### src/sv/osd_pkg.sv
`default_nettype none

package osd_pkg;

   // Sizing of the stores and the text line.
   localparam int MAX_CHARS         = 20;
   localparam int GLYPH_COUNT       = 13;
   localparam int MAX_GLYPH_HEIGHT  = 48;
   localparam int MIN_GLYPH_HEIGHT  = 16;
   localparam int DIGIT_COUNT       = 10;
   localparam int GSTRIDE           = (MAX_GLYPH_HEIGHT * MAX_GLYPH_HEIGHT) / 2;
   localparam int GLYPH_DEPTH       = GLYPH_COUNT * GSTRIDE;

   // Fixed field widths.
   localparam int CMD_W   = 2;
   localparam int GNUM_W  = 4;
   localparam int GOFF_W  = 11;
   localparam int BYTE_W  = 8;
   localparam int CPOS_W  = 5;
   localparam int IDX_W   = 15;
   localparam int GH_W    = 6;
   localparam int CC_W    = 5;

   // Derived widths.
   localparam int GADDR_W  = $clog2(GLYPH_DEPTH);
   localparam int H_W      = $clog2(MAX_GLYPH_HEIGHT + 1);
   localparam int W_W      = $clog2(MAX_GLYPH_HEIGHT / 2 + 1);
   localparam int N_W      = $clog2(MAX_CHARS + 1);
   localparam int POS_W    = (MAX_CHARS > 1) ? $clog2(MAX_CHARS) : 1;
   localparam int Q1_W     = ($clog2(MAX_GLYPH_HEIGHT) > POS_W) ? $clog2(MAX_GLYPH_HEIGHT)
                                                               : POS_W;
   localparam int Q2_W     = POS_W;
   localparam int OFF_W    = $clog2(GSTRIDE);
   localparam int GSIZE_W  = $clog2(GSTRIDE + 1);
   localparam int ROWLEN_W = $clog2((MAX_GLYPH_HEIGHT / 2) * MAX_CHARS + 1);
   localparam int IMG_W    = $clog2(GSTRIDE * MAX_CHARS + 1);
   localparam int D1_W     = (GSIZE_W > ROWLEN_W) ? GSIZE_W : ROWLEN_W;
   localparam int CMP_W    = ((IDX_W > D1_W + Q1_W) ? IDX_W : D1_W + Q1_W) + 1;
   localparam int NSTG     = 1 + Q1_W + Q2_W;

   // Result queue.
   localparam int FIFO_DEPTH = 32;
   localparam int FPTR_W     = $clog2(FIFO_DEPTH);
   localparam int LVL_W      = $clog2(FIFO_DEPTH + 1);

   // Character codes of the glyphs, glyph numbers of the non-digit glyphs and the alpha mask.
   localparam logic [BYTE_W-1:0] CHAR_ZERO  = 8'h30;
   localparam logic [BYTE_W-1:0] CHAR_DASH  = 8'h2D;
   localparam logic [BYTE_W-1:0] CHAR_SPACE = 8'h20;
   localparam logic [BYTE_W-1:0] CHAR_COLON = 8'h3A;
   localparam logic [GNUM_W-1:0] GLYPH_DASH  = 4'd10;
   localparam logic [GNUM_W-1:0] GLYPH_SPACE = 4'd11;
   localparam logic [GNUM_W-1:0] GLYPH_COLON = 4'd12;
   localparam logic [BYTE_W-1:0] ALPHA_MASK  = 8'hC0;

   typedef enum logic [CMD_W-1:0] {
      CMD_GLYPH_WR = 2'd0,
      CMD_TEXT_WR  = 2'd1,
      CMD_PIXEL_RD = 2'd2
   } osd_cmd_type;

   typedef enum logic [1:0] {
      REG_GLYPH_HEIGHT   = 2'd0,
      REG_ROTATE_MODE    = 2'd1,
      REG_ALPHA_OVERRIDE = 2'd2,
      REG_CHAR_COUNT     = 2'd3
   } osd_reg_type;

   typedef struct packed {
      logic                rotate;
      logic [BYTE_W-1:0]   alpha;
      logic [W_W-1:0]      w;
      logic [N_W-1:0]      n;
      logic [GSIZE_W-1:0]  gsize;
      logic [ROWLEN_W-1:0] rowlen;
      logic [IMG_W-1:0]    image;
   } osd_cfg_type;

   typedef struct packed {
      osd_cmd_type         cmd;
      logic [GNUM_W-1:0]   gnum;
      logic [GOFF_W-1:0]   goff;
      logic [BYTE_W-1:0]   gbyte;
      logic [CPOS_W-1:0]   cpos;
      logic [BYTE_W-1:0]   ccode;
      logic [IDX_W-1:0]    idx;
   } osd_req_type;

   typedef struct packed {
      logic                vld;
      osd_req_type         req;
      logic [IDX_W-1:0]    rem;
      logic [Q1_W-1:0]     q1;
      logic [Q2_W-1:0]     q2;
   } osd_item_type;

   typedef struct packed {
      logic                vld;
      osd_req_type         req;
      logic [POS_W-1:0]    pos;
      logic [OFF_W-1:0]    off;
      logic                oob;
   } osd_addr_type;

   typedef struct packed {
      logic                ok;
      logic [GNUM_W-1:0]   num;
   } osd_gmap_type;

   typedef struct packed {
      logic                index_out_of_range;
      logic                bad_char;
      logic [BYTE_W-1:0]   alpha;
      logic [BYTE_W-1:0]   blue;
      logic [BYTE_W-1:0]   green;
      logic [BYTE_W-1:0]   red;
   } osd_rsp_type;

   function automatic osd_gmap_type glyph_of(input logic [BYTE_W-1:0] code);
      osd_gmap_type m;
      m.ok  = 1'b1;
      m.num = '0;
      if (code == CHAR_DASH) begin
         m.num = GLYPH_DASH;
      end else if (code == CHAR_SPACE) begin
         m.num = GLYPH_SPACE;
      end else if (code == CHAR_COLON) begin
         m.num = GLYPH_COLON;
      end else if (code >= CHAR_ZERO &&
                   int'(code) <= int'(CHAR_ZERO) + DIGIT_COUNT - 1) begin
         m.num = GNUM_W'(code - CHAR_ZERO);
      end else begin
         m.ok = 1'b0;
      end
      return m;
   endfunction

endpackage

`default_nettype wire

### src/sv/osd_char_lookup.sv
`default_nettype none

module osd_char_lookup (
   input  wire                         clock,
   input  wire                         reset,
   input  osd_pkg::osd_addr_type       addr,
   output osd_pkg::osd_addr_type       item,
   output logic [osd_pkg::BYTE_W-1:0]  code
);

   logic [osd_pkg::BYTE_W-1:0] text_mem [osd_pkg::MAX_CHARS];
   logic [osd_pkg::BYTE_W-1:0] code_ff;
   osd_pkg::osd_addr_type      item_ff;
   logic                       text_we;

   assign text_we = addr.vld && addr.req.cmd == osd_pkg::CMD_TEXT_WR &&
                    int'(addr.req.cpos) < osd_pkg::MAX_CHARS;

   // Items pass in order, so a read always sees every earlier text write.
   always_ff @(posedge clock) begin
      if (text_we) begin
         text_mem[osd_pkg::POS_W'(addr.req.cpos)] <= addr.req.ccode;
      end
      code_ff <= text_mem[addr.pos];
   end

   always_ff @(posedge clock) begin
      if (reset) begin
         item_ff.vld <= 1'b0;
      end else begin
         item_ff <= addr;
      end
   end

   assign item = item_ff;
   assign code = code_ff;

endmodule

`default_nettype wire

### config.mk
export PLATFORM = sky130hd
export DESIGN_NAME = osd_char_lookup
export DESIGN_NICKNAME = d
export VERILOG_FILES = /design/src/sv/osd_pkg.sv /design/src/sv/osd_char_lookup.sv
export SDC_FILE = /design/constraint.sdc
export NUM_CORES = 1
export LEC_CHECK = 0
export ABC_CLOCK_PERIOD_IN_PS = 5600
export BUFFER_PORTS_ARGS = -buffer_cell sky130_fd_sc_hd__clkbuf_2
export CAP_MARGIN = 0
export CORE_ASPECT_RATIO = 0.8
export CORE_MARGIN = 2
export CORE_UTILIZATION = 50
export CTS_BUF_LIST = sky130_fd_sc_hd__clkbuf_4
export DETAILED_ROUTE_END_ITERATION = 16
export PLACE_DENSITY = 0.85
export SLEW_MARGIN = 20
export SYNTH_ARGS = -nofsm -noshare
export SYNTH_HDL_FRONTEND = slang
export SYNTH_SLANG_ARGS = --single-unit
export TNS_END_PERCENT = 30
### constraint.sdc
create_clock -name clock -period 5.6 [get_ports clock]
set_input_delay 1.4 -clock clock [delete_from_list [all_inputs] [get_ports clock]]
set_output_delay 1.4 -clock clock [all_outputs]
set_load 0.05 [all_outputs]
* Word level (Yosys, flattened, before mapping) *
Memory sizes are Yosys's and may differ from the RTL's. A register that Yosys moved wholly into a read port is not among the register bits.
Cells that the tools add are included.

cells by class
  reductions and logical operators = 2
  $lt $le $gt $ge = 1
  muxes and demuxes = 2
  eq/ne operators = 1

operators with widths
  kind                number
  $lt 5x5->1 const B  1
  $eq 2x1->1 const B  1
  $logic_and 1x1->1   2
  $mux 1              2

word-level totals
  memories = 1
  word-level logic and storage cells = 18
  memory bits (writable) = 160
  bits of input ports = 73
  register bits after elaboration = 71

memories
  memory    depth  bits a word  rd ports  clocked after Yosys merged registers in  wr ports  line                   text
  text_mem  20     8            1         1                                        1         osd_char_lookup.sv:11  logic [osd_pkg::BYTE_W-1:0] text_mem [osd_pkg::MAX_CHARS];

* Longest topological paths before layout *
Gate-level depths: netlist of the first run.

  depth after elaboration = 5
  gate-level depth with buffers = 6

* Least setup slack after synthesis of the first run *
No wires, ideal clock.

  path type = input-to-reg
  from = input reset
  to = register item_ff, in the netlist item[0] (enable)
  buffers on the path = 0
  setup slack = 2.419 ns
  arrival time = 2.758 ns
  stages on the path = 1
  required time = 5.176 ns
  setup time = 0.424 ns
  cells stage by stage = inv_1

RTL lines
  element                 line                   text
  start: declaration      osd_char_lookup.sv:5   input wire reset,
  end signal: assignment  osd_char_lookup.sv:31  item_ff <= addr;
  end: declaration        osd_char_lookup.sv:13  osd_pkg::osd_addr_type item_ff;

No word-level cell between the ends.

==> results of run 1 <==
kinds of logic (layout without fill, tap and decap cells):
| logic type | after synthesis | count (layout) |
|---|---|---|
| flops | 239 | 239 |
| mux | 56 | 56 |
| simple gates | 46 | 46 |
| compound gates | 24 | 24 |
| buf+inv | 15 | 247 |
| other cells | 0 | 1 |
Yosys cell counts:
| master | count |
|---|---|
| buf_6 | 3 |
| o21ai_1 | 8 |
| buf_2 | 5 |
| mux2i_1 | 23 |
| buf_1 | 1 |
| mux4_2 | 19 |
| dfxtp_1 | 9 |
| nand2b_1 | 8 |
| a221oi_1 | 7 |
| nor2b_1 | 2 |
| nand4_1 | 1 |
| or2_2 | 1 |
| o21ai_0 | 1 |
| buf_8 | 1 |
| mux4_1 | 14 |
| a22oi_1 | 7 |
| nand3_1 | 1 |
| or3b_2 | 2 |
| o21bai_1 | 1 |
| or3_1 | 1 |
| nand2_1 | 3 |
| nor2_1 | 24 |
| nand3b_1 | 3 |
| clkbuf_1 | 3 |
| edfxtp_1 | 230 |
| inv_1 | 1 |
| buf_12 | 1 |
worst max-delay path, stage by stage:
cell and delay [ps]:
clkbuf_2 710, buf_4 520, mux4_2 550, a22oi_1 190, o21ai_1 110
per-layer routing:
| layer | vias up | part of all wire | track usage | wire (um) |
|---|---|---|---|---|
| met3 | 28 | 0.072 | 0.04699 | 1300 |
| li1 | 1996 | - | - | - |
| met4 | 0 | 0.014 | 0.05432 | 259 |
| met1 | 2307 | 0.42 | 0.2862 | 7659 |
| met2 | 200 | 0.49 | 0.3270 | 8839 |
| met5 | - | 0 | 0 | 0 |
worst min-delay path by stage:
stage	from	end	slack, ps	cells past startpoint
4_1_cts	text_mem[19][2]	code[2]	720	3
3_5_place_dp	text_mem[19][2]	code[2]	700	3
2_1_floorplan	text_mem[18][0]	code[0]	670	3
5_1_grt	text_mem[19][3]	code[3]	750	3
3_3_place_gp	text_mem[18][0]	code[0]	680	3
6_report	text_mem[19][3]	code[3]	710	3
area by class of cell:
cell class / count / area share
flip-flops and latches: 239 / 0.6932
multi-input cells: 126 / 0.1389
repair buffers: 153 / 0.07539
clock buffers: 84 / 0.06168
well taps: 220 / 0.02692
clock inverters: 9 / 0.003304
inverters: 1 / 0.0003672
diodes: 1 / 0.0002448
stage by stage:
stage	hold WS, ps	power (uW)	setup slack [ps]	instance area [sq um]
final	711.4	3692	2602	10220
after global routing	750.9	3810	2423	10220
after CTS	715.5	3711	2580	10220
after detailed placement	699.4	2422	1917	9557
after global placement	679.7	2411	1981	9557
after floorplan	670.3	2308	2419	8620
report_power, final:
group	switching, uW	internal (uW)
logic	269	82.9
registers	16.1	2010
clock network	635	676
total	920	2770
sequential cells by signal, summed over array words and instances (netlist names):
name      flops
text_mem    160
item         71
code          8
==> impl_metrics.yaml, run 1 <==
routing:
  routed_wirelength_um: 18060
  drt_iter0_markers: 364
  drt_first_pass_iters: 4
  dr_total_vias: 4531
  drc: 0
  wl_per_cell_um: 21.68
  ant_nets: 0
  viasPerCell: 5.439
run:
  cap_violations: 0
grt:
  antenna_found_initial: 0
  grt_max_degree: 44
  grt-ovfl-total: 0
  grt_pass1_wl_um: 27350
  grt_use_total: 0.2039
  grt_pass1_vias: 4760
cells_and_area:
  finish.utilization: 0.6118
  finalNonFillerCells: 833
  final_common_cell: "edfxtp_1"
  fin_nets: 647
  fill_cells: 1153
  areaGrowthSynthToFinish_pct: 18.61
  most-common-layout-cells: "edfxtp_1, clkbuf_2, clkbuf_4, nor2_1, mux2i_1"
  drive_above_1_share: 0.4265
  multiInputGateArea_sq_mm: 0.001420
  register_area_sq_mm: 0.007087
clock_network:
  cts_resized: 0
  clock_path_buffers: 3
  holdBufCountCts: 0
  cts_root_buf: "clkbuf_4"
  post_cts_buffers: 0
  ctsHtreeMaxLevel: 2
  clk_pin_slew_ps: 70
  numCtsBuffers: 53
  cts_tree: "done"
  clk_latency_ps: 630
  cts_sinks: 239
die:
  die_y_um: 121.4
  die_area_sq_mm: 0.01831
  num_io_pins: 152
  die_w_um: 150.8
  core-area_sq_mm: 0.01671
  start_util: 0.5158
  num_rows: 42
sta:
  min_period_ps: 2998
  slew-limit-headroom: 0.2991
  fmax_mhz: 333.6
  fin_tns_setup_ps: 0
  worst_pin_slew_ps: 1051
  final_max_slew_viol_count: 0
  rsz0062_at_grt: "no"
  fin_crit_sh: 0.5353
  finalSetupViolations: 0
  finalClockSkew_ps: 16.83
  timing_hold_violations_final: 0
logic_synthesis:
  netlist_area_sq_mm: 0.008620
  ys_seq_area_frac: 0.8222
  synthMuxAreaShare: 0.1190
  synthAdderAreaFrac: 0
  synth-simple-area-share: 0.02642
  synth_xor_area_frac: 0
  ys_seq_elements: 239
  synth_cell_type_count: 27
  synth_area_leaders: "edfxtp_1, mux4_2, mux4_1"
  ys_warn_count: 0
  synth_compound_area_frac: 0.01931
  synth_cells: 380
  synth_nets: 453
  yosysTopAreaCellShare: 0.8013
  yosys.area.top_type: "edfxtp_1"
  synth_top_family_by_area: "multiplexers"
  syn_avg_cell_area_sq_um: 22.68
placed_design:
  gp_congestion: 0.7902
  io_buffer_count: 151
  dp_hpwl_um: 11690
  dp_cells: 739
worst_setup_path:
  cp_max_fo: 27
  worstPathRequired_ps: 6090
  r2r_cells: 3
  worstReg2RegEnd: "code[2]"
  r2r_setup_slack_ps: 4120
  crit_path_start: "addr[12]"
  crit_arrival_ps: 3490
  r2r_start: "text_mem[5][2]"
  worstSetupPathType: "primary input to flip-flop"
  crit_path_end_kind: "flip-flop"
  endpoint: "code[4]"
  start_kind: "primary input"
run_status:
  outcome: "complete, no violations"
worst_hold_path:
  hp-class: "flip-flop to flip-flop"
power:
  ir_drop_v: 0.0002459
  power.leakage_uw: 0.003754
  powerDensity_mw_per_mm2: 361.1
(Power assumes the default switching activity.)
==> inputs of run 2 (changes only) <==
Settings changed: ABC_CLOCK_PERIOD_IN_PS 5600 to 2700, PLACE_DENSITY 0.85 to 0.87.
Clock period 5.6 ns to 2.7 ns, I/O delays scaled along.
==> run 2 against run 1 <==
Against the previous run:
- via count up 3.9%
- count of clock-buffer cells in the layout increased by 10
- sequential share of layout area down 1.9 points
- wire length is 3.7% higher
- clock skew is 12 ps higher
- critical endpoint is now item[62]
- largest power group unchanged
==> impl_metrics.yaml, run 2 (synthesized netlist as in run 1, its figures left out) <==
cells_and_area:
  fill_cells: 1136
  finish.utilization: 0.6287
  largest_register: "text_mem"
  final_common_cell: "edfxtp_1"
  multiInputGateArea_sq_mm: 0.001420
  most-common-layout-cells: "edfxtp_1, clkbuf_2, clkbuf_4, buf_4, nor2_1"
  fin_nets: 674
  drive_above_1_share: 0.4644
  areaGrowthSynthToFinish_pct: 21.89
  largest_register_ffs: 160
  register_area_sq_mm: 0.007087
worst_setup_path:
  slowest_delay_ps: 420
  r2r_start: "text_mem[9][3]"
  r2r_setup_slack_ps: 1070
  cpMaxStageDelayCell: "edfxtp_1"
  crit_path_end_kind: "output port"
  worstPathRequired_ps: 2030
  crit_arrival_ps: 1340
  critPathTopFamily: "flip-flops"
  cp_max_fo: 1
  crit_path_start: "item[62]"
  start_kind: "flip-flop"
  worstSetupPathType: "flip-flop to output port"
  path_cells: "clkbuf_2"
  critPathBufInv: 1
routing:
  drt_iter0_markers: 442
  dr_total_vias: 4709
  routed_wirelength_um: 18730
  topRoutingLayerUsed: "met4"
  viasPerCell: 5.431
  dr_wl_met3_um: 1848
  met2_length_um: 9061
  drc: 0
  ant_nets: 0
  wl_per_cell_um: 21.60
  routedLengthMet1_um: 7543
  drt_first_pass_iters: 5
clock_network:
  clock_path_buffers: 3
  cts_resized: 0
  ctsHtreeMaxLevel: 2
  numCtsBuffers: 53
  clk_pin_slew_ps: 70
  cts_root_buf: "clkbuf_4"
  clk_latency_ps: 640
  post_cts_buffers: 0
  holdBufCountCts: 0
  cts_sinks: 239
  cts_tree: "done"
sta:
  finalSetupViolations: 0
  min_period_ps: 2014
  fin_crit_sh: 0.7458
  timing_hold_violations_final: 0
  finalClockSkew_ps: 28.64
  slew-limit-headroom: 0.5780
  worst_pin_slew_ps: 632.0
  fmax_mhz: 496.6
  final_max_slew_viol_count: 0
  rsz0062_at_grt: "no"
  fin_tns_setup_ps: 0
die:
  num_rows: 42
  die_area_sq_mm: 0.01831
  die_y_um: 121.4
  start_util: 0.5158
  die_w_um: 150.8
  core-area_sq_mm: 0.01671
  num_io_pins: 152
grt:
  grt_use_total: 0.2091
  antenna_found_initial: 1
  grt_pass1_vias: 4879
  grt_pass1_wl_um: 27700
  grt_max_degree: 36
  grt-ovfl-total: 0
placed_design:
  gp_congestion: 0.8321
  dp_hpwl_um: 12650
  io_buffer_count: 151
power:
  ir_drop_v: 0.0006407
  powerDensity_mw_per_mm2: 744.4
  power.leakage_uw: 0.003944
worst_hold_path:
  hp-class: "primary input to flip-flop"
  worstHoldStart: "addr[62]"
run:
  cap_violations: 0
run_status:
  outcome: "complete, no violations"
## run 2: changes by cell type in the layout (fill, tap and decap cells not counted), sizes merged
cell / change
inv: +1
clkinv: -5
clkinvlp: +1
buf: +27
clkbuf: +10
## run 2: per-stage QoR
step           worst slack [ps]  instance area (sq um)  hold WS, ps  total power (uW)  std cells
2_1_floorplan             243.6                   8620        670.3              4788        380
3_3_place_gp              198.3                   9772        707.7              5011        766
3_5_place_dp              111.8                   9772        729.4              5034        766
4_1_cts                   640.3                  10500        159.0              7892        866
5_1_grt                   600.0                  10510        143.7              8118        867
6_report                  686.3                  10510        195.5              7820        867
## run 2: worst paths after layout
| check | endpoint | cells after the start |
|---|---|---|
| worst max-delay path | item[62] | 1 |
| worst min-delay path | item[62] | 1 |
| worst max register to register | code[3] | 4 |
| worst min register to register | code[7] | 3 |
## run 2: report_power, final
part           total [uW]  switching (uW)  internal, uW  leakage (uW)
clock network        2870            1310          1550      0.000446
registers            4210            36.4          4180       0.00220
logic                 740             560           180       0.00130
## run 2: layout make-up
| class | count | share of cell area |
|---|---|---|
| Antenna cell | 1 | 0.0002382 |
| Clock buffer | 94 | 0.06717 |
| Clock inverter | 6 | 0.002501 |
| Inverter | 1 | 0.0003573 |
| Multi-Input combinational cell | 126 | 0.1352 |
| Sequential cell | 239 | 0.6745 |
| Tap cell | 220 | 0.02620 |
| Timing Repair Buffer | 180 | 0.09384 |
## run 2: layer usage
metal / vias to the layer above / GRT usage
met3: 32 / 0.06278
met4: 0 / 0.05900
met1: 2378 / 0.2918
met2: 245 / 0.3250
li1: 2054 / -
met5: - / 0
