<file path="src/sv/osd_pkg.sv">
`default_nettype none

package osd_pkg;

   // Sizing of the stores and the text line.
   localparam int MAX_CHARS         = 20;
   localparam int GLYPH_COUNT       = 13;
   localparam int MAX_GLYPH_HEIGHT  = 48;
   localparam int MIN_GLYPH_HEIGHT  = 16;
   localparam int DIGIT_COUNT       = 10;
   localparam int GSTRIDE           = (MAX_GLYPH_HEIGHT * MAX_GLYPH_HEIGHT) / 2;
   localparam int GLYPH_DEPTH       = GLYPH_COUNT * GSTRIDE;

   // Fixed field widths.
   localparam int CMD_W   = 2;
   localparam int GNUM_W  = 4;
   localparam int GOFF_W  = 11;
   localparam int BYTE_W  = 8;
   localparam int CPOS_W  = 5;
   localparam int IDX_W   = 15;
   localparam int GH_W    = 6;
   localparam int CC_W    = 5;

   // Derived widths.
   localparam int GADDR_W  = $clog2(GLYPH_DEPTH);
   localparam int H_W      = $clog2(MAX_GLYPH_HEIGHT + 1);
   localparam int W_W      = $clog2(MAX_GLYPH_HEIGHT / 2 + 1);
   localparam int N_W      = $clog2(MAX_CHARS + 1);
   localparam int POS_W    = (MAX_CHARS > 1) ? $clog2(MAX_CHARS) : 1;
   localparam int Q1_W     = ($clog2(MAX_GLYPH_HEIGHT) > POS_W) ? $clog2(MAX_GLYPH_HEIGHT)
                                                               : POS_W;
   localparam int Q2_W     = POS_W;
   localparam int OFF_W    = $clog2(GSTRIDE);
   localparam int GSIZE_W  = $clog2(GSTRIDE + 1);
   localparam int ROWLEN_W = $clog2((MAX_GLYPH_HEIGHT / 2) * MAX_CHARS + 1);
   localparam int IMG_W    = $clog2(GSTRIDE * MAX_CHARS + 1);
   localparam int D1_W     = (GSIZE_W > ROWLEN_W) ? GSIZE_W : ROWLEN_W;
   localparam int CMP_W    = ((IDX_W > D1_W + Q1_W) ? IDX_W : D1_W + Q1_W) + 1;
   localparam int NSTG     = 1 + Q1_W + Q2_W;

   // Result queue.
   localparam int FIFO_DEPTH = 32;
   localparam int FPTR_W     = $clog2(FIFO_DEPTH);
   localparam int LVL_W      = $clog2(FIFO_DEPTH + 1);

   // Character codes of the glyphs, glyph numbers of the non-digit glyphs and the alpha mask.
   localparam logic [BYTE_W-1:0] CHAR_ZERO  = 8'h30;
   localparam logic [BYTE_W-1:0] CHAR_DASH  = 8'h2D;
   localparam logic [BYTE_W-1:0] CHAR_SPACE = 8'h20;
   localparam logic [BYTE_W-1:0] CHAR_COLON = 8'h3A;
   localparam logic [GNUM_W-1:0] GLYPH_DASH  = 4'd10;
   localparam logic [GNUM_W-1:0] GLYPH_SPACE = 4'd11;
   localparam logic [GNUM_W-1:0] GLYPH_COLON = 4'd12;
   localparam logic [BYTE_W-1:0] ALPHA_MASK  = 8'hC0;

   typedef enum logic [CMD_W-1:0] {
      CMD_GLYPH_WR = 2'd0,
      CMD_TEXT_WR  = 2'd1,
      CMD_PIXEL_RD = 2'd2
   } osd_cmd_type;

   typedef enum logic [1:0] {
      REG_GLYPH_HEIGHT   = 2'd0,
      REG_ROTATE_MODE    = 2'd1,
      REG_ALPHA_OVERRIDE = 2'd2,
      REG_CHAR_COUNT     = 2'd3
   } osd_reg_type;

   typedef struct packed {
      logic                rotate;
      logic [BYTE_W-1:0]   alpha;
      logic [W_W-1:0]      w;
      logic [N_W-1:0]      n;
      logic [GSIZE_W-1:0]  gsize;
      logic [ROWLEN_W-1:0] rowlen;
      logic [IMG_W-1:0]    image;
   } osd_cfg_type;

   typedef struct packed {
      osd_cmd_type         cmd;
      logic [GNUM_W-1:0]   gnum;
      logic [GOFF_W-1:0]   goff;
      logic [BYTE_W-1:0]   gbyte;
      logic [CPOS_W-1:0]   cpos;
      logic [BYTE_W-1:0]   ccode;
      logic [IDX_W-1:0]    idx;
   } osd_req_type;

   typedef struct packed {
      logic                vld;
      osd_req_type         req;
      logic [IDX_W-1:0]    rem;
      logic [Q1_W-1:0]     q1;
      logic [Q2_W-1:0]     q2;
   } osd_item_type;

   typedef struct packed {
      logic                vld;
      osd_req_type         req;
      logic [POS_W-1:0]    pos;
      logic [OFF_W-1:0]    off;
      logic                oob;
   } osd_addr_type;

   typedef struct packed {
      logic                ok;
      logic [GNUM_W-1:0]   num;
   } osd_gmap_type;

   typedef struct packed {
      logic                index_out_of_range;
      logic                bad_char;
      logic [BYTE_W-1:0]   alpha;
      logic [BYTE_W-1:0]   blue;
      logic [BYTE_W-1:0]   green;
      logic [BYTE_W-1:0]   red;
   } osd_rsp_type;

   function automatic osd_gmap_type glyph_of(input logic [BYTE_W-1:0] code);
      osd_gmap_type m;
      m.ok  = 1'b1;
      m.num = '0;
      if (code == CHAR_DASH) begin
         m.num = GLYPH_DASH;
      end else if (code == CHAR_SPACE) begin
         m.num = GLYPH_SPACE;
      end else if (code == CHAR_COLON) begin
         m.num = GLYPH_COLON;
      end else if (code >= CHAR_ZERO &&
                   int'(code) <= int'(CHAR_ZERO) + DIGIT_COUNT - 1) begin
         m.num = GNUM_W'(code - CHAR_ZERO);
      end else begin
         m.ok = 1'b0;
      end
      return m;
   endfunction

endpackage

`default_nettype wire

</file>
<file path="src/sv/osd_addr_pipe.sv">
`default_nettype none

module osd_addr_pipe (
   input  wire                  clock,
   input  wire                  reset,
   input  wire                  in_vld,
   input  osd_pkg::osd_req_type in_req,
   input  osd_pkg::osd_cfg_type cfg,
   output osd_pkg::osd_addr_type addr
);

   osd_pkg::osd_item_type st_ff [osd_pkg::NSTG];
   osd_pkg::osd_item_type st_in [osd_pkg::NSTG];
   logic [osd_pkg::CMP_W-1:0] trial [osd_pkg::NSTG-1];
   logic [osd_pkg::D1_W-1:0]  d1;
   osd_pkg::osd_addr_type     addr_ff;
   osd_pkg::osd_addr_type     addr_in;
   osd_pkg::osd_item_type     last;

   // Rotated layout divides by the glyph size, normal layout by the row length.
   assign d1 = cfg.rotate ? osd_pkg::D1_W'(cfg.gsize) : osd_pkg::D1_W'(cfg.rowlen);

   always_comb begin
      st_in[0].vld = in_vld;
      st_in[0].req = in_req;
      st_in[0].rem = in_req.idx;
      st_in[0].q1  = '0;
      st_in[0].q2  = '0;
      for (int i = 0; i < osd_pkg::NSTG - 1; i++) begin
         st_in[i+1] = st_ff[i];
         if (i < osd_pkg::Q1_W) begin
            trial[i] = osd_pkg::CMP_W'(d1) << (osd_pkg::Q1_W - 1 - i);
            if (osd_pkg::CMP_W'(st_ff[i].rem) >= trial[i]) begin
               st_in[i+1].rem = st_ff[i].rem - osd_pkg::IDX_W'(trial[i]);
               st_in[i+1].q1[osd_pkg::Q1_W-1-i] = 1'b1;
            end
         end else begin
            // Second division by the cell width splits the row into position and column.
            trial[i] = osd_pkg::CMP_W'(cfg.w) << (osd_pkg::Q1_W + osd_pkg::Q2_W - 1 - i);
            if (!cfg.rotate && osd_pkg::CMP_W'(st_ff[i].rem) >= trial[i]) begin
               st_in[i+1].rem = st_ff[i].rem - osd_pkg::IDX_W'(trial[i]);
               st_in[i+1].q2[osd_pkg::Q1_W+osd_pkg::Q2_W-1-i] = 1'b1;
            end
         end
      end
   end

   always_ff @(posedge clock) begin
      if (reset) begin
         for (int i = 0; i < osd_pkg::NSTG; i++) begin
            st_ff[i].vld <= 1'b0;
         end
      end else begin
         st_ff <= st_in;
      end
   end

   assign last = st_ff[osd_pkg::NSTG-1];

   always_comb begin
      addr_in.vld = last.vld;
      addr_in.req = last.req;
      addr_in.oob = int'(last.req.idx) >= int'(cfg.image);
      if (cfg.rotate) begin
         addr_in.pos = osd_pkg::POS_W'(int'(cfg.n) - 1 - int'(last.q1));
         addr_in.off = osd_pkg::OFF_W'(last.rem);
      end else begin
         addr_in.pos = last.q2;
         addr_in.off = osd_pkg::OFF_W'(last.q1) * osd_pkg::OFF_W'(cfg.w)
                     + osd_pkg::OFF_W'(last.rem);
      end
   end

   always_ff @(posedge clock) begin
      if (reset) begin
         addr_ff.vld <= 1'b0;
      end else begin
         addr_ff <= addr_in;
      end
   end

   assign addr = addr_ff;

endmodule

`default_nettype wire

</file>
<file path="config.mk">
export PLATFORM = sky130hd
export DESIGN_NAME = osd_addr_pipe
export DESIGN_NICKNAME = d
export VERILOG_FILES = /design/src/sv/osd_pkg.sv /design/src/sv/osd_addr_pipe.sv
export SDC_FILE = /design/constraint.sdc
export NUM_CORES = 1
export LEC_CHECK = 0
export ABC_AREA = 1
export BUFFER_PORTS_ARGS = -buffer_cell sky130_fd_sc_hd__clkbuf_2
export CORE_UTILIZATION = 55
export CTS_CLUSTER_SIZE = 24
export DETAILED_ROUTE_END_ITERATION = 7
export GPL_TIMING_DRIVEN = 0
export PLACE_DENSITY_LB_ADDON = 0.3
export SETUP_SLACK_MARGIN = 0.05
export SLEW_MARGIN = 30
export SYNTH_ARGS = -nofsm -noshare
export SYNTH_HDL_FRONTEND = slang
export SYNTH_SLANG_ARGS = --single-unit
</file>
<file path="constraint.sdc">
create_clock -name clock -period 28.7 [get_ports clock]
set_input_delay 5.74 -clock clock [delete_from_list [all_inputs] [get_ports clock]]
set_output_delay 5.74 -clock clock [all_outputs]
set_load 0.005 [all_outputs]
</file>
; ---- Word level (Yosys, flattened, before mapping)
; Cells that the tools add are included.
[word_totals]
ff_bits = 946
inputBits = 110
wordCells = 189
output_inout_bits = 71
[classes]
multipliers = 1
muxes = 13
n_lt_le_gt_ge = 12
reduce_logical = 6
add_sub_neg = 14
[op_table]
columns = operator, n
row1 = 15-bit two-way mux, 9
row2 = 16-bit two-way mux, 2
row3 = 15-bit greater-or-equal comparator, 2
row4 = 15-bit subtractor, 2
row5 = 11-bit two-way mux, 2
row6 = 15-bit by 16-bit greater-or-equal comparator with 1-bit output, 1
row7 = 15-bit by 11-bit greater-or-equal comparator with 1-bit output, 1
row8 = 15-bit by 12-bit greater-or-equal comparator with 1-bit output, 1
row9 = 15-bit by 13-bit greater-or-equal comparator with 1-bit output, 1
row10 = 15-bit by 14-bit greater-or-equal comparator with 1-bit output, 1
row11 = 15-bit by 5-bit greater-or-equal comparator with 1-bit output, 1
row12 = 15-bit by 6-bit greater-or-equal comparator with 1-bit output, 1
row13 = 15-bit by 7-bit greater-or-equal comparator with 1-bit output, 1
row14 = 15-bit by 8-bit greater-or-equal comparator with 1-bit output, 1
row15 = 15-bit by 9-bit greater-or-equal comparator with 1-bit output, 1
row16 = 15-bit by 11-bit subtractor with 15-bit output, 1
row17 = 15-bit by 12-bit subtractor with 15-bit output, 1
row18 = 15-bit by 13-bit subtractor with 15-bit output, 1
row19 = 15-bit by 14-bit subtractor with 15-bit output, 1
row20 = 15-bit by 6-bit subtractor with 15-bit output, 1
row21 = 15-bit by 7-bit subtractor with 15-bit output, 1
row22 = 15-bit by 8-bit subtractor with 15-bit output, 1
row23 = 15-bit by 9-bit subtractor with 15-bit output, 1
row24 = 11-bit adder, 1
row25 = other kinds (6), 10

; ---- Depth between registers and ports, before layout
; Gate-level depths: netlist of run 1.
[logic_depth]
word_depth = 3
ltp_mapped = 18
depth_no_buf = 17

; ---- Least setup slack after synthesis of run 1
; No wires, ideal clock.
[synth_path]
kind = input -> register
start = in reset
end = reg addr_ff, in the netlist addr[0], enable pin
t_arrival_ns = 23.517
required_time_ns = 27.448
stages = 2
n_path_buf = 1
setup_time_ns = 1.252
setup_slack_ns = 3.931
path_cell_list = clkbuf_1 inv_1
[synth_rtl]
columns = item, line_no
row1 = from (decl), osd_addr_pipe.sv:5  ; input wire reset,
row2 = to (signal assigned), osd_addr_pipe.sv:78  ; addr_ff <= addr_in;
row3 = to (decl), osd_addr_pipe.sv:16  ; osd_pkg::osd_addr_type addr_ff;
; No word-level cell between the ends.

==> flow_metrics.tcl, run 1 <==
set metrics [dict create \
    rows 96 \
    drt-initial-drc-count 1411 \
    finalClockSkew_ns 0.0373 \
    clock_power_share_pct 32.5 \
    grt_pass1_wl_mm 110 \
    path_clk_slew_ns 0.06 \
    grt_overflow 0 \
    area_growth_pct 14.1 \
    fillers 5137 \
    die_w_um 267 \
    maxSlewHeadroom_pct 37.1 \
    fin_crit_ns 8.73 \
    status "completed" \
    p_seq_share_pct 48.1 \
    slowest_stage "nand2_1" \
    num_vias 21547 \
    met1_length_mm 30.8 \
    cts_tree "done" \
    critical_path.most_common_cell "nand2_1" \
    firstDrtPassIters 5 \
    gp_congestion 0.862 \
    htreeDepth 3 \
    ctsHoldBuffers 0 \
    synthXorXnorAreaFrac_pct 1.32 \
    place_hpwl_mm 49.5 \
    grtUsageTotal_pct 20.0 \
    setup_slack_ns 19.97 \
    antenna_found_initial 0 \
    antenna_left 0 \
    synth-simple-area-share_pct 14.4 \
    dieHeight_um 267 \
    arrival_ns 9.09 \
    cp-start-kind "primary input" \
    fmax_ghz 0.115 \
    grt_max_degree 103 \
    initial_core_util_pct 55.8 \
    clockBufferDepth 3 \
    numPortBuffers 171 \
    cts-root-buf "clkbuf_16" \
    cp_cell_sequence "buf_4 > inv_2 > buf_2 > buf_2 > nand2_1 > nand2_1 > ha_1 > fa_1 > inv_1 > nand3_1 > nand3_1 > nand2_1 > nand2_1 > nand2_1 > nand2_2 > buf_4 > nand3_1 > nand2_1" \
    comb_power_share_pct 19.4 \
    hold_viol 0 \
    nets 3538 \
    worst_pin_slew_ns 0.925 \
    top_layer "met4" \
    synth-compound-area-share_pct 1.79 \
    yosysSeqAreaShare_pct 72.3 \
    finalCritPeriodShare_pct 30.4 \
    endpoint_kind "register" \
    synth_top_family_by_area "simple AND/OR/NAND/NOR gates" \
    layout_common_cells "edfxtp_1 (918), nand2_1 (848), inv_1 (359)" \
    yosys.area.top_type_share_pct 71.6 \
    yosys.area.top_type "edfxtp_1" \
    io_pins 181 \
    p_switching_uw 1030 \
    synth.ff_latch_count 931 \
    cts_buffers 89 \
    ys_types 45 \
    rsz0062_at_grt "false" \
    insertion_delay_ns 0.66 \
    setup_violations 0 \
    p_int_uw 2600 \
    grt_pass1_vias 21124 \
    dr_wl_met2_mm 34.1 \
    cts_resized 0 \
    synth_mux_area_share_pct 0.182 \
    post_cts_buffers 0 \
    pre_cts_ws_ns 19.35 \
    min_path_type "reg2reg" \
    yosysWarnings 0 \
    syn_area_um2 38500 \
    cpPeakStageDelay_ns 0.40 \
    path_class "in2reg" \
    crit_fanout 10 \
    cp.required_ns 29.06 \
    postLayoutCoreUtil_pct 63.7 \
    clkSinkCount 931 \
    cap_violations 0 \
    slew_violations 0 \
    p_sw_share_pct 28.3 \
    drive_gt1_share_pct 12.1 \
    hold-worst-slack_ns 0.388 \
    total_power_uw 3630 \
    cp_top_family "buffers and inverters" \
    synth_fa_ha_area_share_pct 5.85 \
    antenna_cells 0 \
    ir_drop_mv 0.0533 \
    wl_met3_mm 2.77 \
    postSynthCellCount 2994 \
    synth_area_leaders "edfxtp_1 (72%), nand2_1 (8.3%), ha_1 (4.1%), inv_1 (3.5%), nand3_1 (2.2%)" \
    wire_per_inst_um 16.3 \
    leakagePower_uw 0.0181 \
    routed_wl_mm 69.8 \
    core_um2 68900 \
    die_area_um2 71000 \
    final_area_um2 43900 \
    syn_avg_cell_area_um2 12.9 \
    via_per_inst 5.04 \
    placed_area_um2 40900 \
    layout_commonest_cell "edfxtp_1" \
    powerDensity_nw_per_um2 82.6 \
    syn-num-nets 3264 \
    crit_buf_inv 6 \
    drcViolationCount 0 \
]
synth_stat cells (all sizes together):
master / number
xnor2: 18
clkbuf: 5
nand2: 860
o22ai: 1
nor2: 182
dfxtp: 13
a31oi: 1
nor3b: 1
mux2i: 7
nand3b: 12
o31ai: 1
clkinv: 1
a21oi: 59
and2: 3
ha: 127
xor2: 40
inv: 369
nand3: 173
or2: 6
buf: 25
edfxtp: 918
o21a: 3
and2b: 1
nand4: 64
o21ai: 46
a21boi: 3
o21bai: 5
nor3: 15
a21o: 2
fa: 33
stage by stage:
stage          std cells  setup TNS, ns
2_1_floorplan       2994              0
3_3_place_gp        4096       -1418.22
3_5_place_dp        4108              0
4_1_cts             4276              0
5_1_grt             4276              0
6_report            4276              0
worst paths after layout:
check / startpoint / to / slack (ns) / cells after the start
max: cfg[53] / st_ff[663]$_DFFE_PN_ / 19.97 / 18
min: st_ff[169]$_DFFE_PN_ / st_ff[89]$_DFFE_PN_ / 0.39 / 0
max reg2reg: last[7]$_DFFE_PN_ / addr[10]$_DFFE_PN_ / 25.06 / 15
min reg2reg: st_ff[169]$_DFFE_PN_ / st_ff[89]$_DFFE_PN_ / 0.39 / 0
area by class of cell:
class                   count  area, um^2  share of cell area [%]
clock buffers             111        2350                    5.35
well taps                 931        1160                    2.65
repair buffers            183        1150                    2.63
multi-input cells        1663        9110                    20.8
flip-flops and latches    931       27800                    63.4
plain buffers              30         205                   0.467
inverters                 370        1400                    3.18
clock inverters            57         683                    1.56
logic make-up after synthesis:
family / Yosys count
muxes: 7
DFF: 931
buffers and inverters: 400
AOI/OAI and AO/OA: 121
and+or+nand+nor: 1317
adders and majority gates: 160
xor gates and xnor gates: 58
power by group through the flow:
| stage | Clock [uW] | Sequential (uW) | Combinational [uW] |
|---|---|---|---|
| final | 1180 | 1740 | 704 |
| after global routing | 1260 | 1760 | 808 |
| after CTS | 1210 | 1740 | 707 |
| after detailed placement | 0 | 1770 | 703 |
| after global placement | 0 | 1830 | 685 |
| after floorplan | 0 | 1790 | 522 |
registers in the layout, summed over array words and instances (netlist names):
register	cells
last	22
addr	71
st_ff	784
addr_in	54
layer usage:
layer,track usage [%],vias to the layer above
li1,-,10807
met2,33.8,442
met4,7.19,0
met3,3.16,135
met1,26.4,10163
met5,0,-
Note: power is estimated with default switching activity, not from simulation.
==> run 2: changes to the inputs <==
Clock period 28.7 ns to 7.5 ns, I/O delays scaled along.
==> run 2 against run 1 <==
  * Clock power rose to 3.7 times the previous value
  * Worst hold slack lost 0.020 ns
  * Wire length is 7.2% higher
  * Total power rose to 3.8 times the previous value
  * Via count up 1.8%
  * Sequential share of layout area is 0.51 points lower
  * Die area unchanged
  * Non-clock buffer count increased by 23
  * Final area rose by 0.81%
  * Flip-flop and latch count unchanged
  * Setup slack worse by 17 ns
  * Cell count increased by 0.54%
  * Critical endpoint is now st_ff[664]$_DFFE_PN_
  * Highest routed layer is now met5
==> flow_metrics.tcl, run 2 (synthesized netlist as in run 1, its figures left out) <==
set metrics [dict create \
    path_class "in2reg" \
    grt_max_degree 37 \
    grt_overflow 0 \
    hold_viol 0 \
    rrSetupSlack_ns 3.76 \
    clockBufferDepth 3 \
    largest_reg_flops 784 \
    routed_wl_mm 74.9 \
    min_path_type "reg2reg" \
    ir_drop_mv 0.233 \
    die_area_um2 71000 \
    grt_pass1_wl_mm 115 \
    insertion_delay_ns 0.65 \
    firstDrtPassIters 5 \
    worstRegToRegCells 15 \
    grtUsageTotal_pct 21.3 \
    endpoint_kind "register" \
    placedCellCount 4131 \
    layout_common_cells "edfxtp_1 (918), nand2_1 (848), inv_1 (359)" \
    cts-root-buf "clkbuf_16" \
    worst_pin_slew_ns 0.978 \
    top_layer "met5" \
    met1_length_mm 32.1 \
    dieHeight_um 267 \
    htreeDepth 3 \
    maxSlewHeadroom_pct 34.1 \
    wire_per_inst_um 17.4 \
    holdPathEnd "st_ff[200]$_DFFE_PN_" \
    finalNonFillerCells 4299 \
    antenna_found_initial 2 \
    worst_r2r_endpoint "addr[10]$_DFFE_PN_" \
    rows 96 \
    area_growth_pct 15.0 \
    holdCritStartpoint "st_ff[280]$_DFFE_PN_" \
    total_power_uw 13800 \
    num_vias 21925 \
    finalCritPeriodShare_pct 59.9 \
    cp.required_ns 7.88 \
    io_pins 181 \
    whs_path_depth 0 \
    place_hpwl_mm 52.0 \
    core_um2 68900 \
    fmax_ghz 0.223 \
    die_w_um 267 \
    via_per_inst 5.10 \
    drt-initial-drc-count 1386 \
    status "completed" \
    r2r_start "last[7]$_DFFE_PN_" \
    finalClockSkew_ns 0.0541 \
    gp_congestion 0.881 \
    fin_crit_ns 4.49 \
    cp-start-kind "primary input" \
    numPortBuffers 171 \
    cts_buffers 90 \
    antenna_left 0 \
    cap_violations 0 \
    grt_pass1_vias 21599 \
    slew_violations 0 \
    regMostFlops "st_ff" \
    arrival_ns 4.88 \
    drive_gt1_share_pct 12.5 \
    setup_violations 0 \
    crit_fanout 10 \
    powerDensity_nw_per_um2 313 \
    post_cts_buffers 0 \
    nets 3562 \
    initial_core_util_pct 55.8 \
    ctsHoldBuffers 0 \
    cts_tree "done" \
    wl_met3_mm 2.96 \
    rsz0062_at_grt "false" \
    path_clk_slew_ns 0.06 \
    cts_resized 0 \
    dr_wl_met2_mm 37.2 \
    postLayoutCoreUtil_pct 64.2 \
    drcViolationCount 0 \
    clkSinkCount 931 \
    layout_commonest_cell "edfxtp_1" \
    leakagePower_uw 0.0183 \
]
[run 2: cell count changes in the layout (fill, tap and decap cells not counted), moves of 2 or more]
cell       previous run  this run
clkbuf_1             23        21
inv_16                0         2
buf_12                0        25
bufinv_16            10         6
clkinv_1             14        22
clkinv_8              3         0
buf_16               10         8
clkinv_2             17        15
[run 2: layout make-up]
cell class | count | area, um^2
inverter | 370 | 1390
multi-input combinational | 1663 | 9120
buffer | 30 | 209
antenna | 1 | 2.50
clock inverter | 55 | 551
sequential | 931 | 27800
fill | 5083 | 24700
tap | 931 | 1160
clock buffer | 112 | 2380
timing repair buffer | 206 | 1600
[run 2: power breakdown]
group / switching [uW] / internal, uW / total [uW] / leakage [uW]
logic: 1760 / 979 / 2740 / 0.00778
clock network: 1930 / 2490 / 4420 / 0.00142
registers: 296 / 6390 / 6680 / 0.00909
[run 2: metal layers]
metal  up-vias  global-route usage (%)
met5         -                       0
met4         4                    8.08
met3       139                    3.19
met2       502                    36.8
met1     10436                    27.3
li1      10844                       -
[run 2: worst max path at each step]
| stage | to | depth (start not counted) | slack [ns] | startpoint |
|---|---|---|---|---|
| after global placement | st_ff[102]$_DFFE_PN_ | 3 | -12.86 | reset |
| after CTS | st_ff[664]$_DFFE_PN_ | 18 | 3.07 | cfg[53] |
| after global routing | st_ff[664]$_DFFE_PN_ | 18 | 2.90 | cfg[53] |
| after detailed placement | st_ff[664]$_DFFE_PN_ | 18 | 2.38 | cfg[53] |
| final | st_ff[664]$_DFFE_PN_ | 18 | 3.01 | cfg[53] |
| after floorplan | addr[0]$_DFFE_PN_ | 2 | -8.37 | reset |
[run 2: per-stage QoR]
stage	cell area (um^2)	hold slack [ns]	worst slack, ns	setup TNS [ns]
4_1_cts	44200	0.358	3.07	0
6_report	44200	0.369	3.01	0
5_1_grt	44200	0.368	2.90	0
3_5_place_dp	41300	0.404	2.38	0
3_3_place_gp	40500	0.392	-12.86	-
2_1_floorplan	38500	0.388	-8.37	-7683.86
[run 2: critical path: stages]
cell and delay [ns]:
buf_4 0.20, inv_2 0.24, buf_2 0.40, buf_2 0.34
nand2_1 0.08, nand2_1 0.45, ha_1 0.33, fa_1 0.23
inv_1 0.09, nand3_1 0.07, nand3_1 0.15, nand2_1 0.10
nand2_1 0.10, nand2_1 0.10, nand2_2 0.11, buf_4 0.21
nand3_1 0.07, nand2_1 0.09
